--- src/assert_macros.svh ---
// Assertion macros shared by the deque RTL.
// Depends on clk_i and rst_ni being present in the module that uses them.
`ifndef ASSERT_MACROS_SVH
`define ASSERT_MACROS_SVH

// Concurrent property checked on every rising clock edge outside reset.
`define BDQ_ASSERT(name, prop, msg) \
  name: assert property (@(posedge clk_i) disable iff (!rst_ni) (prop)) else $error(msg);

// Property whose consequence is checked in the cycle after the trigger.
`define BDQ_ASSERT_NEXT(name, trig, cons, msg) \
  `BDQ_ASSERT(name, (trig) |=> (cons), msg)

`endif

--- src/bdq_pkg.sv ---
// Shared types and constants for the bounded deque with search.
// No dependencies; imported by every module of the block.
`timescale 1ns / 1ps

package bdq_pkg;

  localparam int unsigned CMD_WIDTH    = 3;
  localparam int unsigned CAP_WIDTH    = 7;
  localparam int unsigned FILL_WIDTH   = 7;
  localparam int unsigned STATUS_WIDTH = 2;

  // Capacity value after reset, before clamping to the store depth.
  localparam int unsigned CAP_RESET = 64;

  // Command codes as they arrive on the request channel.
  localparam logic [CMD_WIDTH-1:0] CMD_PUSH_BACK  = 3'd0;
  localparam logic [CMD_WIDTH-1:0] CMD_PUSH_FRONT = 3'd1;
  localparam logic [CMD_WIDTH-1:0] CMD_POP_FRONT  = 3'd2;
  localparam logic [CMD_WIDTH-1:0] CMD_POP_BACK   = 3'd3;
  localparam logic [CMD_WIDTH-1:0] CMD_SEARCH     = 3'd4;
  localparam logic [CMD_WIDTH-1:0] CMD_ERASE      = 3'd5;

  // Decoded operation handed from the front end to the execution side.
  typedef enum logic [2:0] {
    OP_PUSH_BACK,
    OP_PUSH_FRONT,
    OP_POP_FRONT,
    OP_POP_BACK,
    OP_SEARCH,
    OP_ERASE,
    OP_NOP
  } op_e;

  typedef enum logic [STATUS_WIDTH-1:0] {
    STAT_OK,
    STAT_FULL,
    STAT_EMPTY,
    STAT_NOT_FOUND
  } status_e;

  // Head of the request queue as seen by the execution side.
  typedef struct packed {
    logic valid;
    op_e  op;
  } req_ctl_t;

endpackage

--- src/bdq_front.sv ---
// Front end of the deque: request handshake, command decode and a two-entry queue.
// Depends on bdq_pkg.
`timescale 1ns / 1ps

module bdq_front import bdq_pkg::*; #(
  parameter int unsigned VALUE_WIDTH = 32
) (
  input  logic                   clk_i,
  input  logic                   rst_ni,
  input  logic                   in_valid_i,
  output logic                   in_stall_o,
  input  logic [CMD_WIDTH-1:0]   cmd_i,
  input  logic [VALUE_WIDTH-1:0] value_i,
  output req_ctl_t               req_o,
  output logic [VALUE_WIDTH-1:0] req_value_o,
  input  logic                   req_take_i
);

  function automatic op_e classify(input logic [CMD_WIDTH-1:0] cmd);
    op_e op;
    case (cmd)
      CMD_PUSH_BACK:  op = OP_PUSH_BACK;
      CMD_PUSH_FRONT: op = OP_PUSH_FRONT;
      CMD_POP_FRONT:  op = OP_POP_FRONT;
      CMD_POP_BACK:   op = OP_POP_BACK;
      CMD_SEARCH:     op = OP_SEARCH;
      CMD_ERASE:      op = OP_ERASE;
      default:        op = OP_NOP;
    endcase
    return op;
  endfunction

  op_e                    q_op_q  [2];
  logic [VALUE_WIDTH-1:0] q_val_q [2];
  logic                   wr_ptr_q, wr_ptr_d;
  logic                   rd_ptr_q, rd_ptr_d;
  logic [1:0]             cnt_q, cnt_d;
  logic                   push, pop;

  assign in_stall_o = (cnt_q == 2'd2);
  assign push       = in_valid_i && !in_stall_o;
  assign pop        = req_take_i && (cnt_q != 2'd0);

  assign wr_ptr_d = push ? !wr_ptr_q : wr_ptr_q;
  assign rd_ptr_d = pop  ? !rd_ptr_q : rd_ptr_q;
  assign cnt_d    = cnt_q + 2'(push) - 2'(pop);

  always_ff @(posedge clk_i or negedge rst_ni) begin
    if (!rst_ni) begin
      wr_ptr_q <= 1'b0;
      rd_ptr_q <= 1'b0;
      cnt_q    <= 2'd0;
    end else begin
      wr_ptr_q <= wr_ptr_d;
      rd_ptr_q <= rd_ptr_d;
      cnt_q    <= cnt_d;
    end
  end

  always_ff @(posedge clk_i) begin
    if (push) begin
      q_op_q[wr_ptr_q]  <= classify(cmd_i);
      q_val_q[wr_ptr_q] <= value_i;
    end
  end

  assign req_o.valid = (cnt_q != 2'd0);
  assign req_o.op    = q_op_q[rd_ptr_q];
  assign req_value_o = q_val_q[rd_ptr_q];

endmodule

--- config.mk ---
export PLATFORM = sky130hd
export DESIGN_NAME = bdq_front
export DESIGN_NICKNAME = d
export VERILOG_FILES = /design/src/assert_macros.svh /design/src/bdq_pkg.sv /design/src/bdq_front.sv
export SDC_FILE = /design/constraint.sdc
export NUM_CORES = 1
export LEC_CHECK = 0
export BUFFER_PORTS_ARGS = -buffer_cell sky130_fd_sc_hd__buf_2
export CORE_UTILIZATION = 47
export DETAILED_ROUTE_END_ITERATION = 6
export PLACE_DENSITY = 0.76
export SETUP_SLACK_MARGIN = 0.2
export SLEW_MARGIN = 20
export SYNTH_ARGS = -nofsm -noshare
export SYNTH_HDL_FRONTEND = slang
export SYNTH_SLANG_ARGS = --single-unit
--- constraint.sdc ---
create_clock -name clk_i -period 2.3 [get_ports clk_i]
set_input_delay 0.46 -clock clk_i [delete_from_list [all_inputs] [get_ports clk_i]]
set_output_delay 0.46 -clock clk_i [all_outputs]
set_load 0.01 [all_outputs]
After elaboration in Yosys (flattened, before gate mapping) --
Memory sizes are Yosys's and may differ from the RTL's. Index checks and enable logic that the tools add are counted.
Word-level totals: register bits 4, memory bits (writable) 70, bits of input ports 39, output and inout bits 37, memories kept 2
Memories:
- q_val_q | words 2, bits a word 32, read ports 1, clocked after memory_dff 0, wr ports 1, line bdq_front.sv:34 | logic [VALUE_WIDTH-1:0] q_val_q [2];
- q_op_q | words 2, bits a word 3, read ports 1, clocked after memory_dff 0, wr ports 1, line bdq_front.sv:33 | op_e q_op_q [2];
Cells by class: add/sub/neg operators 2, equal/unequal tests 6, mux-type cells 4, reduce and logical (&&, ||, !) cells 7
Operator list (number):
- one-hot mux 3 bit (6 select lines) | 1
- == test 3 x 2 -> 1 bit (second input constant) | 2
- == test 3 bit (second input constant) | 2
- == test 3 x 1 -> 1 bit (second input constant) | 1
- zero test 1 bit | 3
- zero test 3 bit | 1
- two-way mux 3 bit | 1
- adder 2 x 1 -> 2 bit | 1
- == test 2 bit (second input constant) | 1
- logical AND 1 bit | 2
- two-way mux 1 bit | 2
- nonzero test 2 bit | 1
- subtractor 2 x 1 -> 2 bit | 1

Depth between registers and ports, before layout --
depth after elaboration 5, mapped depth 7, gate-level depth less buffers 7

Worst setup path after synthesis --
Ideal clock, no wire load.
path type flip-flop to flip-flop, from register cnt_q[1], to memory q_op_q[0][0] (netlist name) (enable), setup time 0.427 ns, data arrival time 2.067 ns, setup slack -0.194 ns, cell stages (with the launch flop) 4, path buffers 0, period minus slack after synthesis 2.494 ns, cell sequence dfrtp_1 -> nand2b_1 -> nand2_1 -> nor2_1
Between the ends: word-level cells in the longest chain between the ends 5
RTL lines:
- start: declaration | line bdq_front.sv:37 | logic [1:0] cnt_q, cnt_d;
- start signal: assignment | line bdq_front.sv:56 | cnt_q <= cnt_d;
- == test 2 bit | line bdq_front.sv:40 | assign in_stall_o = (cnt_q == 2'd2);
- zero test 1 bit | line bdq_front.sv:41 | assign push = in_valid_i && !in_stall_o;
- logical AND 1 bit | line bdq_front.sv:41
- two-way mux 1 bit | line bdq_front.sv:61 | if (push) begin
- two-way mux 1 bit (not written as such) | line bdq_front.sv:62 | q_op_q[wr_ptr_q] <= classify(cmd_i);
- end: declaration | line bdq_front.sv:33
Every way passes these cells.

==> results.toml <==
[min_path]
min-delay-start = "value_i[15]"
hold_depth = 1
holdPathEnd = "q_val_q[0][15]"
min_path_type = "primary input to flop"

[drt]
vias = 1427
viasPerCell = 4.80
final_antenna_net_count = 0
wl_um = 4290
drc = 0
first_pass_iters = 4
wl_per_cell_um = 14.5
dr.first_iter.drc_count = 52

[timing]
fmax_mhz = 518
skew_ns = 0.0106
tightest_slew_ns = 0.466
maxSlewViolCount = 0
rsz0062_at_grt = "no"
tns_ns = 0
min_period_over_period = 0.839
period_needed_ns = 1.93
setup_viol = 0
slew_headroom = 0.689
finalHoldViolCount = 0
holdWs_ns = 0.310

[clock_tree]
clk_path_buf_depth = 2
htreeDepth = 3
path_clk_slew_ns = 0.08
cts_root_buf = "clkbuf_8"
cts_buffers = 9
clk_latency_ns = 0.33
clkSinkCount = 74
cts_tree = "built"

[floorplanning]
core_sq_um = 5890
die_w_um = 80.1
fp-row-count = 28
pin_count = 76
die_height_um = 80.1
dieArea_sq_um = 6420
start_util = 0.487

[pwr]
p_total_w = 0.00437
vdd_drop_max_v = 0.00101
power_leakage_nw = 1.45
powerDensity_nw_per_um2 = 1230

[synth]
synth_warnings = 0
syn_nets = 171
netlist_instances = 130
synth.area.top_cells = "edfxtp_1 73%, mux2_4 15%, dfrtp_1 3.5%"
yosysUniqueCellTypes = 17
avgSynthCellArea_sq_um = 22.1
synth_seq_cells = 74
ys_seq_area_frac = 0.768
synth_top_cell_by_area = "edfxtp_1"
netlist_area_sq_um = 2870
yosys.area.top_type_share = 0.733

[cells_and_area]
most-common-layout-cells = "75 x buf_2, 70 x edfxtp_1, 29 x mux2_4, 9 x clkbuf_8, 6 x mux2_2"
fill_cells = 458
fin_nets = 258
area_growth_syn_to_layout_pct = 24.2
drive_above_1_share = 0.608
final_common_cell = "buf_2"
finalInstanceArea_sq_um = 3560
antennaDiodeCount = 0
finish.utilization = 0.605

[global_routing]
track_usage = 0.145
grt_pass1_wl_um = 6620
grt_max_degree = 36
overflow = 0
grt_pass1_vias = 1381
antenna_found_initial = 0

[placement]
dpl_cell_area_sq_um = 3350
io_buffers = 75
place.detailed.hpwl_um = 2940
routabilityCongestion = 0.725

[critical_path]
r2r-end = "cnt_q[1]"
critical_path_peak_fanout = 11
arrival_ns = 1.47
reg2regPathDepth = 7
endpoint_kind = "output port"
required_ns = 1.84
r2r_start = "cnt_q[1]"
criticalPathCategory = "flop to output port"
reg2reg_setup_slack_ns = 0.58
start_kind = "flop"

[run_status]
outcome = "finished, final reports clean"

[job]
maxCapViolCount = 0
==> area by class of cell <==
| type | count | area [sq um] | share of cell area |
|---|---|---|---|
| flip-flops and latches | 74 | 2210 | 0.619 |
| multi-input cells | 48 | 614 | 0.173 |
| repair buffers | 82 | 468 | 0.131 |
| clock buffers | 10 | 128 | 0.0358 |
| well taps | 75 | 93.8 | 0.0264 |
| clock inverters | 6 | 43.8 | 0.0123 |
| inverters | 2 | 7.51 | 0.00211 |
==> stage by stage <==
step,std cells,worst slack [ns]
2_1_floorplan,130,0.382
3_3_place_gp,278,0.442
3_5_place_dp,278,0.451
4_1_cts,297,0.350
5_1_grt,297,0.330
6_report,297,0.370
==> flip-flops by register name, indices dropped and copies added (netlist names) <==
register,flops
q_op_q,6
cnt_q,2
rd_ptr_q,1
wr_ptr_q,1
q_val_q,64
==> metal layers <==
metal	wire length (um)	share of wire	global-route usage
met5	0	0	0
met4	70	0.016	0.0911
met3	192	0.045	0.0261
met2	2190	0.51	0.240
met1	1840	0.43	0.177
==> cell families after synthesis <==
group           count (synthesis)  synth area share
flops                          74             0.768
mux                            35             0.175
buf+inv                         8            0.0209
simple gates                    6            0.0122
xor+xnor                        4            0.0122
fa+ha+maj                       2           0.00872
compound gates                  1           0.00262
==> worst max-delay path by stage <==
| stage | startpoint | endpoint | slack [ns] | cells after the start |
|---|---|---|---|---|
| finish | rd_ptr_q | req_o[1] | 0.37 | 3 |
| global route | rd_ptr_q | req_value_o[8] | 0.33 | 3 |
| CTS | rd_ptr_q | req_o[1] | 0.35 | 3 |
| detailed placement | rd_ptr_q | req_o[2] | 0.45 | 3 |
| global placement | rd_ptr_q | req_o[2] | 0.44 | 3 |
| floorplan | cnt_q[1] | q_op_q[0][0] | 0.38 | 3 |
==> cells in the mapped netlist <==
cell	number
ha_1	2
nand2b_1	1
a21boi_0	1
nand2_1	1
and2_4	1
mux2_4	29
mux2_2	6
xor2_1	1
nor2_1	1
inv_1	2
clkbuf_1	2
buf_6	4
xnor2_1	3
edfxtp_1	70
dfrtp_1	4
and3_1	1
or2_1	1
==> worst max-delay path, stage by stage (launching register included) <==
cell and delay, ns:
dfrtp_4 0.53, buf_12 0.17, mux2_4 0.30, buf_2 0.14
==> power breakdown <==
part	total (W)	switching (W)	leakage, nW	internal, W
sequential	0.00197	0.000113	0.696	0.00186
clock	0.000847	0.000454	0.0862	0.000393
combinational	0.00155	0.000709	0.665	0.000843
==> what timing repair did <==
| action | in CTS | in global routing |
|---|---|---|
| setup endpoints to repair | 21 | 0 |
| buffers inserted | 2 | 0 |
| endpoints found under the hold margin | 4 | 0 |
| gates resized for setup | 1 | 0 |
| hold buffers | 1 | 0 |
No activity file was read; power rests on OpenSTA's default activity.
